### config.mk
export PLATFORM = sky130hd
export DESIGN_NAME = idx_header_parser_top
export DESIGN_NICKNAME = d
export VERILOG_FILES = /design/src/hw/rtl/idxhp_pkg.sv /design/src/hw/rtl/idxhp_count_mac.sv /design/src/hw/rtl/idxhp_status_eval.sv /design/src/hw/rtl/idx_header_parser_top.sv
export SDC_FILE = /design/constraint.sdc
export NUM_CORES = 2
export LEC_CHECK = 0
export BUFFER_PORTS_ARGS = -buffer_cell sky130_fd_sc_hd__buf_4
export CORE_ASPECT_RATIO = 0.5
export CORE_MARGIN = 3
export CORE_UTILIZATION = 51
export CTS_CLUSTER_SIZE = 14
export DETAILED_ROUTE_END_ITERATION = 10
export PLACE_DENSITY = 0.74
export SYNTH_ARGS = -nofsm -noshare
export SYNTH_HDL_FRONTEND = slang
export SYNTH_HIERARCHICAL = 1
export SYNTH_SLANG_ARGS = --single-unit
### constraint.sdc
create_clock -name clk -period 9.9 [get_ports clk]
set_clock_uncertainty 0.05 [all_clocks]
set_input_delay 1.98 -clock clk [delete_from_list [all_inputs] [get_ports clk]]
set_output_delay 1.98 -clock clk [all_outputs]
set_load 0.05 [all_outputs]
### src/hw/rtl/idxhp_pkg.sv
`default_nettype none
// ----------------------------------------------------------------------------
// idxhp_pkg
// Shared types, constants and helpers for the IDX header parser.
// ----------------------------------------------------------------------------
package idxhp_pkg;

    localparam int COUNT_BITS_DEF = 48;
    localparam int POS_BITS       = 48;
    localparam int OUT_COUNT_BITS = 48;
    localparam int HDR_BITS       = 11;

    localparam logic [POS_BITS-1:0] POS_MAX        = {POS_BITS{1'b1}};
    localparam logic [POS_BITS-1:0] POS_TYPE       = POS_BITS'(2);
    localparam logic [POS_BITS-1:0] POS_DIMS       = POS_BITS'(3);
    localparam logic [POS_BITS-1:0] POS_LEN_START  = POS_BITS'(4);
    localparam logic [POS_BITS-1:0] MIN_FILE_LAST  = POS_BITS'(7);
    localparam logic [HDR_BITS-1:0] HDR_FIXED      = HDR_BITS'(4);

    // element type codes
    localparam logic [7:0] TYPE_U8  = 8'h08;
    localparam logic [7:0] TYPE_S8  = 8'h09;
    localparam logic [7:0] TYPE_I16 = 8'h0B;
    localparam logic [7:0] TYPE_I32 = 8'h0C;
    localparam logic [7:0] TYPE_F32 = 8'h0D;
    localparam logic [7:0] TYPE_F64 = 8'h0E;

    typedef enum logic [1:0] {
        STATUS_OK      = 2'd0,
        STATUS_SHORT   = 2'd1,
        STATUS_INVALID = 2'd2
    } status_t;

    typedef struct packed {
        logic       known;
        logic [1:0] size_log2;
    } elem_info_t;

    // control for the dimension-length multiply-accumulate
    typedef struct packed {
        logic step;    // a length byte is consumed this cycle
        logic first;   // first byte of a length
        logic finish;  // last byte of a length
        logic clear;   // end of file, back to reset values
    } mac_ctl_t;

    function automatic elem_info_t elem_info(input logic [7:0] code);
        elem_info_t info;
        info = '{known: 1'b1, size_log2: 2'd0};
        case (code)
            TYPE_U8, TYPE_S8:   info.size_log2 = 2'd0;
            TYPE_I16:           info.size_log2 = 2'd1;
            TYPE_I32, TYPE_F32: info.size_log2 = 2'd2;
            TYPE_F64:           info.size_log2 = 2'd3;
            default:            info.known     = 1'b0;
        endcase
        return info;
    endfunction

endpackage
`default_nettype wire

### src/hw/rtl/idxhp_count_mac.sv
`default_nettype none
// ----------------------------------------------------------------------------
// idxhp_count_mac
// Byte-serial multiply of the element count by each 32-bit dimension length.
// ----------------------------------------------------------------------------
module idxhp_count_mac #(
    parameter int COUNT_BITS = idxhp_pkg::COUNT_BITS_DEF
) (
    input  wire logic                  clk,
    input  wire logic                  rst_n,
    input  wire idxhp_pkg::mac_ctl_t   ctl,
    input  wire logic [7:0]            data,
    output logic [COUNT_BITS-1:0]      count_next,
    output logic                       ovf_next
);
    import idxhp_pkg::*;

    localparam int ACC_BITS = COUNT_BITS + 32;

    logic [COUNT_BITS-1:0] count_reg;
    logic                  ovf_reg;
    logic [ACC_BITS-1:0]   acc_reg;
    logic [ACC_BITS-1:0]   acc_next;
    logic [ACC_BITS-1:0]   acc_base;
    logic [COUNT_BITS+7:0] partial;
    logic                  wide_ovf;

    // count * len = sum over length bytes, most significant first
    assign partial  = {8'h00, count_reg} * {{COUNT_BITS{1'b0}}, data};
    assign acc_base = ctl.first ? '0 : {acc_reg[ACC_BITS-9:0], 8'h00};
    assign acc_next = acc_base + ACC_BITS'(partial);
    assign wide_ovf = |acc_next[ACC_BITS-1:COUNT_BITS];

    always_comb
    begin
        count_next = count_reg;
        ovf_next   = ovf_reg;
        if (ctl.step && ctl.finish)
        begin
            if (wide_ovf)
            begin
                count_next = '1;
                ovf_next   = 1'b1;
            end
            else
            begin
                count_next = acc_next[COUNT_BITS-1:0];
            end
        end
    end

    always_ff @(posedge clk)
    begin
        if (ctl.step)
        begin
            acc_reg <= acc_next;
        end
    end

    always_ff @(posedge clk or negedge rst_n)
    begin
        if (!rst_n)
        begin
            count_reg <= COUNT_BITS'(1);
            ovf_reg   <= 1'b0;
        end
        else if (ctl.clear)
        begin
            count_reg <= COUNT_BITS'(1);
            ovf_reg   <= 1'b0;
        end
        else
        begin
            count_reg <= count_next;
            ovf_reg   <= ovf_next;
        end
    end

endmodule
`default_nettype wire

### src/hw/rtl/idxhp_status_eval.sv
`default_nettype none
// ----------------------------------------------------------------------------
// idxhp_status_eval
// Final file status from byte total, header fields and element count.
// ----------------------------------------------------------------------------
module idxhp_status_eval #(
    parameter int COUNT_BITS = idxhp_pkg::COUNT_BITS_DEF
) (
    input  wire logic [idxhp_pkg::POS_BITS-1:0] pos,
    input  wire logic [idxhp_pkg::HDR_BITS-1:0] hdr_len,
    input  wire idxhp_pkg::elem_info_t          info,
    input  wire logic                           hdr_err,
    input  wire logic                           ovf,
    input  wire logic [COUNT_BITS-1:0]          count,
    output idxhp_pkg::status_t                  status
);
    import idxhp_pkg::*;

    localparam int CMP_BITS = (COUNT_BITS + 3 > POS_BITS) ? COUNT_BITS + 3 : POS_BITS;

    logic [POS_BITS-1:0] total;
    logic [POS_BITS-1:0] hdr_ext;
    logic [POS_BITS-1:0] body;
    logic [CMP_BITS-1:0] scaled;
    logic                too_short;
    logic                size_match;

    // last byte at position pos gives pos+1 bytes; pos never passes POS_MAX
    assign total      = pos + POS_BITS'(1);
    assign hdr_ext    = POS_BITS'(hdr_len);
    assign too_short  = total < hdr_ext;
    assign body       = total - hdr_ext;
    assign scaled     = CMP_BITS'(count) << info.size_log2;
    assign size_match = (CMP_BITS'(body) == scaled);

    always_comb
    begin
        if (pos < MIN_FILE_LAST)
        begin
            status = STATUS_SHORT;
        end
        else if (pos == POS_MAX || hdr_err || ovf || too_short || !info.known)
        begin
            status = STATUS_INVALID;
        end
        else if (size_match)
        begin
            status = STATUS_OK;
        end
        else
        begin
            status = STATUS_INVALID;
        end
    end

endmodule
`default_nettype wire

### src/hw/rtl/idx_header_parser_top.sv
`default_nettype none
// ----------------------------------------------------------------------------
// idx_header_parser_top
// Streaming IDX file checker: header parse, element count, payload pass-out.
// ----------------------------------------------------------------------------
//  channel  handshake              payload
//  src      src_valid/src_ready    in_byte, last_byte
//  res      res_valid/res_ready    payload_valid, payload_byte, done_res, status,
//                                  type_code, dimension_count, element_count
//
//  One result per input byte; a byte is accepted every cycle while src_ready
//  is high, and its result passes through the input register, then the result
//  register, before it can transfer on res.
//  The dimension-length multiply runs one byte per cycle while the stream
//  advances, in a COUNT_BITS x 8 multiply-accumulate, so lengths never slow it.
//  Reset returns all parse state to the start of a file; so does the last byte.
//  A stall on res holds both stages; src_ready drops only when both are full.
// ----------------------------------------------------------------------------
module idx_header_parser_top #(
    parameter int COUNT_BITS = idxhp_pkg::COUNT_BITS_DEF
) (
    input  wire logic                                 clk,
    input  wire logic                                 rst_n,
    input  wire logic                                 src_valid,
    output logic                                      src_ready,
    input  wire logic [7:0]                           in_byte,
    input  wire logic                                 last_byte,
    output logic                                      res_valid,
    input  wire logic                                 res_ready,
    output logic                                      payload_valid,
    output logic [7:0]                                payload_byte,
    output logic                                      done_res,
    output logic [1:0]                                status,
    output logic [7:0]                                type_code,
    output logic [7:0]                                dimension_count,
    output logic [idxhp_pkg::OUT_COUNT_BITS-1:0]      element_count
);
    import idxhp_pkg::*;

    localparam int EXT_BITS = (COUNT_BITS > OUT_COUNT_BITS) ? COUNT_BITS : OUT_COUNT_BITS;

    // input stage
    logic       s1_valid_reg;
    logic [7:0] s1_byte_reg;
    logic       s1_last_reg;

    // parse state
    logic [POS_BITS-1:0] pos_reg;
    logic [POS_BITS-1:0] pos_next;
    logic [7:0]          type_reg;
    logic [7:0]          type_next;
    logic [7:0]          dims_reg;
    logic [7:0]          dims_next;
    logic                hdr_err_reg;
    logic                hdr_err_next;

    // result stage
    logic                      res_valid_reg;
    logic                      pv_reg;
    logic [7:0]                pbyte_reg;
    logic                      done_reg;
    status_t                   status_reg;
    logic [7:0]                type_out_reg;
    logic [7:0]                dims_out_reg;
    logic [OUT_COUNT_BITS-1:0] count_out_reg;

    logic                  adv;
    logic                  res_free;
    logic [HDR_BITS-1:0]   hdr_len;
    logic [POS_BITS-1:0]   hdr_pos;
    logic                  in_len_area;
    logic                  pv_next;
    elem_info_t            info;
    elem_info_t            byte_info;
    mac_ctl_t              mac_ctl;
    logic [COUNT_BITS-1:0] count_next;
    logic                  ovf_next;
    status_t               status_next;
    logic [EXT_BITS-1:0]   count_ext;

    assign res_free  = !res_valid_reg || res_ready;
    assign adv       = s1_valid_reg && res_free;
    assign src_ready = !s1_valid_reg || adv;

    always_ff @(posedge clk or negedge rst_n)
    begin
        if (!rst_n)
        begin
            s1_valid_reg <= 1'b0;
        end
        else if (src_ready)
        begin
            s1_valid_reg <= src_valid;
        end
    end

    always_ff @(posedge clk)
    begin
        if (src_ready && src_valid)
        begin
            s1_byte_reg <= in_byte;
            s1_last_reg <= last_byte;
        end
    end

    // header length 4 + 4 * dims
    assign hdr_len     = HDR_FIXED + {1'b0, dims_reg, 2'b00};
    assign hdr_pos     = POS_BITS'(hdr_len);
    assign in_len_area = (pos_reg >= POS_LEN_START) && (pos_reg < hdr_pos);
    assign pv_next     = (pos_reg >= POS_LEN_START) && !(pos_reg < hdr_pos);
    assign info        = elem_info(type_reg);
    assign byte_info   = elem_info(s1_byte_reg);

    always_comb
    begin
        type_next    = type_reg;
        dims_next    = dims_reg;
        hdr_err_next = hdr_err_reg;
        if (pos_reg < POS_TYPE)
        begin
            if (s1_byte_reg != 8'h00)
            begin
                hdr_err_next = 1'b1;
            end
        end
        else if (pos_reg == POS_TYPE)
        begin
            type_next = s1_byte_reg;
            if (!byte_info.known)
            begin
                hdr_err_next = 1'b1;
            end
        end
        else if (pos_reg == POS_DIMS)
        begin
            dims_next = s1_byte_reg;
            if (s1_byte_reg == 8'h00)
            begin
                hdr_err_next = 1'b1;
            end
        end

        if (s1_last_reg)
        begin
            pos_next = '0;
        end
        else if (pos_reg != POS_MAX)
        begin
            pos_next = pos_reg + POS_BITS'(1);
        end
        else
        begin
            pos_next = pos_reg;
        end
    end

    // length bytes start at a multiple of four, so the byte phase is pos[1:0]
    assign mac_ctl = '{
        step:   adv && in_len_area,
        first:  pos_reg[1:0] == 2'd0,
        finish: pos_reg[1:0] == 2'd3,
        clear:  adv && s1_last_reg
    };

    idxhp_count_mac #(
        .COUNT_BITS (COUNT_BITS)
    ) u_count_mac (
        .clk        (clk),
        .rst_n      (rst_n),
        .ctl        (mac_ctl),
        .data       (s1_byte_reg),
        .count_next (count_next),
        .ovf_next   (ovf_next)
    );

    idxhp_status_eval #(
        .COUNT_BITS (COUNT_BITS)
    ) u_status_eval (
        .pos     (pos_reg),
        .hdr_len (hdr_len),
        .info    (info),
        .hdr_err (hdr_err_reg),
        .ovf     (ovf_next),
        .count   (count_next),
        .status  (status_next)
    );

    assign count_ext = EXT_BITS'(count_next);

    always_ff @(posedge clk or negedge rst_n)
    begin
        if (!rst_n)
        begin
            pos_reg       <= '0;
            type_reg      <= '0;
            dims_reg      <= '0;
            hdr_err_reg   <= 1'b0;
            res_valid_reg <= 1'b0;
        end
        else
        begin
            if (adv)
            begin
                pos_reg <= pos_next;
                if (s1_last_reg)
                begin
                    type_reg    <= '0;
                    dims_reg    <= '0;
                    hdr_err_reg <= 1'b0;
                end
                else
                begin
                    type_reg    <= type_next;
                    dims_reg    <= dims_next;
                    hdr_err_reg <= hdr_err_next;
                end
            end
            if (res_free)
            begin
                res_valid_reg <= s1_valid_reg;
            end
        end
    end

    always_ff @(posedge clk)
    begin
        if (adv)
        begin
            pv_reg    <= pv_next;
            pbyte_reg <= pv_next ? s1_byte_reg : 8'h00;
            done_reg  <= s1_last_reg;
            if (s1_last_reg)
            begin
                status_reg    <= status_next;
                type_out_reg  <= type_next;
                dims_out_reg  <= dims_next;
                count_out_reg <= count_ext[OUT_COUNT_BITS-1:0];
            end
            else
            begin
                status_reg    <= STATUS_OK;
                type_out_reg  <= '0;
                dims_out_reg  <= '0;
                count_out_reg <= '0;
            end
        end
    end

    assign res_valid       = res_valid_reg;
    assign payload_valid   = pv_reg;
    assign payload_byte    = pbyte_reg;
    assign done_res        = done_reg;
    assign status          = status_reg;
    assign type_code       = type_out_reg;
    assign dimension_count = dims_out_reg;
    assign element_count   = count_out_reg;

    // a file ends: the next byte starts over at position zero
    a_restart_after_last : assert property (@(posedge clk) disable iff (!rst_n)
        adv && s1_last_reg |=> pos_reg == '0)
        else $error("position not cleared after last byte");

    // status fields stay zero except on the last-byte result
    a_status_only_on_done : assert property (@(posedge clk) disable iff (!rst_n)
        res_valid_reg && !done_reg |-> status_reg == STATUS_OK && count_out_reg == '0)
        else $error("status fields set on a non-final result");

    // payload bytes only come after the four fixed header bytes
    a_payload_after_header : assert property (@(posedge clk) disable iff (!rst_n)
        adv && pv_next |-> pos_reg >= POS_LEN_START && dims_reg != 8'h00 || hdr_err_reg)
        else $error("payload flagged inside the header");

endmodule
`default_nettype wire
==> metrics.md <==
| Metric | Value |
|---|---|
| CTS tree | `yes` |
| Crit start category | `flop` |
| All-Layer GR Usage | `30.7%` |
| Worst hold path depth | `2` |
| Reg2reg path depth | `35` |
| Setup-failing EPs final | `0` |
| Ratio of cells with drive above 1 in the final layout | `11.8%` |
| Root Buffer | `clkbuf_16` |
| Core Area | `63,400 um2` |
| Worst Max-Slew Pin Slew | `1.15 ns` |
| Post-layout net count | `4,094` |
| Max-slew headroom | `22.3%` |
| Clock share of power | `29.5%` |
| Worst path slowest cell | `or4_4` |
| Most frequent cells in the layout | `370 x inv_1, 351 x and2_1, 330 x nand2_1, 324 x fa_1, 238 x buf_4` |
| Placed Cells | `4,446` |
| NetSw | `1.57 mW` |
| Slowest Stage Delay on Critical Path | `0.56 ns` |
| 1st-pass router iterations | `6` |
| EDFF count, synth | `157` |
| First-pass GRT wire length | `162 mm` |
| Combinational Power Share | `37.3%` |
| Final min period | `9.62 ns` |
| CTS sink cnt | `273` |
| Slew Viols, Final | `0` |
| R2R Path Start | `pos_reg[1]` |
| I/O Buffers | `90` |
| Max_cap viols | `0` |
| Clock buffer depth | `3` |
| Filler instances | `5,423` |
| Avg WL per Cell | `23.2 um` |
| DR DRC count | `0` |
| CTS Buf Count | `29` |
| Worst Path Max Fanout | `32` |
| Vias in the first global route | `28,200` |
| Post-Syn Area | `32,800 um2` |
| Gr ovfl total | `0` |
| Syn Inst Count | `3,602` |
| CTS clk-pin slew, worst paths | `0.07 ns` |
| Post-Synth XOR/XNOR Area | `5.10%` |
| P_int | `2.56 mW` |
| Die W | `365 um` |
| Max reg flops | `72` |
| Pwr Density | `114 nW/um2` |
| Post-Synth Adder-Cell Area | `23.9%` |
| Hold Path End | `hdr_err_reg` |
| Post-synth cell types | `101` |
| VDD IR-drop max | `0.000136 V` |
| Vias | `28,500` |
| I/O pins | `91` |
| GP Congestion | `1.02` |
| Hold Vio Cnt, Final | `0` |
| Flop pwr share | `33.2%` |
| Yosys warning total | `6` |
| Commonest non-fill, non-tap cell in the layout | `inv_1` |
| Post-route ant nets | `0` |
| Async SR Flop Fraction | `42.5%` |
| DRT iter0 DRCs | `3,162` |
| Starting Density | `51.8%` |
| Hold Crit Class | `flop to flop` |
| Final wirelength | `105 mm` |
| Post-synthesis sequential area ratio | `23.2%` |
| Hold WS | `0.447 ns` |
| Sw Ratio | `38.0%` |
| Seq cells post-synth | `273` |
| Avg Cell Area, Syn | `9.11 um2` |
| Peak Freq | `104 MHz` |
| DP HPWL | `79.2 mm` |
| P_leak | `15.7 nW` |
| H-tree Lvls | `1` |
| Hold path startpoint | `hdr_err_reg` |
| Crit path required time | `10.24 ns` |
| Syn-to-layout area delta | `9.90%` |
| Die footprint | `67,600 um2` |
| Main flop type after synthesis | `edfxtp_1` |
| Design Power | `4.12 mW` |
| Via/cell ratio | `6.32` |
| Mux contribution to synthesized area | `3.49%` |
| Largest family of logic cells by synthesized area | `adder cells` |
| Antenna violations before repair | `1` |
| Run status | `completed` |
| Worst R2R End | `status[1]` |
| Period utilization | `97.2%` |
| CP Capture Type | `flop` |
| Synth Area in Simple Gates | `23.8%` |
| R2r setup slk | `0.28 ns` |
| Critical path arrival | `9.96 ns` |
| Row cnt | `65` |
| Die height | `185 um` |
| Setup CP Type | `flop to flop` |
| Clock latency reported for the late side of the worst-skew pair | `0.63 ns` |
| Complex-gate fraction of the synthesized area | `13.2%` |
| Largest net degree at the start of global routing | `92` |
| Fin cells | `4,511` |
==> worst max-delay path, delay by kind of cell (launching register included) <==
family / cells / cell delay, ns
AOI/OAI and AO/OA: 10 / 2.46
xor gates and xnor gates: 3 / 0.54
adders and majority gates: 6 / 2.50
buffers and inverters: 8 / 1.16
DFF: 1 / 0.36
muxes: 1 / 0.19
and+or+nand+nor: 7 / 2.07
==> per-layer routing <==
metal | up-vias | routed length (um) | part of all wire, % | track usage (%)
li1 | 12600 | - | - | -
met1 | 14300 | 43600 | 42 | 42.7
met2 | 1449 | 47300 | 45 | 47.9
met3 | 227 | 11000 | 10 | 7.70
met4 | 0 | 2930 | 2.8 | 8.59
met5 | - | 0 | 0 | 0
==> kinds of logic after synthesis <==
family	Yosys count
mux	75
compound gates	619
fa+ha+maj	432
buf+inv	607
other cells	1
xor+xnor	191
simple gates	1404
flops	273
==> Yosys cell counts, types with 25 or more instances <==
library cell    n  area, um2
a21o_1         25        188
a21oi_1       155        776
and2_1        353       2210
and3_1         31        194
and4_1         41        359
buf_2          52        260
clkbuf_1      156        586
dfrtp_1       115       2880
edfxtp_1      157       4710
fa_1          324       6490
ha_1          107       1340
inv_1         371       1390
mux2i_1        38        380
mux4_2         31        698
nand2_1       330       1240
nand2b_1       82        513
nand3_1        78        390
nand4_1        98        613
nor2_1        125        469
nor2b_1        43        269
nor3_1         55        275
nor4_1         61        382
o21ai_0       101        505
o22a_1         46        403
or3_1          26        163
or4_1          25        188
xnor2_1       128       1120
xor2_1         63        552
==> worst max-delay path by stage <==
stage	start	endpoint	slack, ns
after floorplan	pos_reg[0]	status[1]	0.19
after global placement	pos_reg[0]	status[1]	0.08
after detailed placement	pos_reg[0]	status[1]	0.02
after CTS	pos_reg[0]	status[1]	0.18
after global routing	s1_byte_reg[6]	status[1]	-0.04
final	pos_reg[1]	status[1]	0.28
==> layout make-up <==
| type | count | area [um2] | share of cell area, % |
|---|---|---|---|
| diodes | 1 | 2.50 | 0.00694 |
| inverters | 373 | 1400 | 3.88 |
| clock buffers | 38 | 811 | 2.25 |
| well taps | 837 | 1050 | 2.90 |
| multi-input cells | 2723 | 23000 | 63.6 |
| clock inverters | 16 | 215 | 0.597 |
| flip-flops and latches | 273 | 7620 | 21.1 |
| repair buffers | 250 | 2020 | 5.61 |
==> power by group through the flow <==
stage	clock (mW)	combinational (mW)	sequential [mW]
after floorplan	0	0.927	1.47
after global placement	0	1.45	1.39
after detailed placement	0	1.47	1.39
after CTS	1.23	1.48	1.37
after global routing	1.27	1.66	1.38
final	1.22	1.54	1.37
==> per-stage QoR <==
| step | setup WS (ns) | util (%) | cell area (um2) | setup TNS (ns) |
|---|---|---|---|---|
| 2_1_floorplan | 0.188 | - | 32800 | 0 |
| 3_3_place_gp | 0.0763 | 55.0 | 34800 | 0 |
| 3_5_place_dp | 0.0214 | 55.0 | 34800 | 0 |
| 4_1_cts | 0.181 | 56.6 | 35900 | 0 |
| 5_1_grt | -0.0359 | 56.9 | 36100 | -0.0359 |
| 6_report | 0.275 | 56.9 | 36100 | 0 |
==> timing repair <==
item / in CTS / in global routing
cloned: 0 / 1
setup endpoints to repair: 1 / 1
buffers inserted: 0 / 9
gates resized for setup: 1 / 36
hold buffers: 0 / 0
endpoints found under the hold margin: 0 / 0
pin swaps: 0 / 6
No activity file was read; power rests on OpenSTA's default activity.
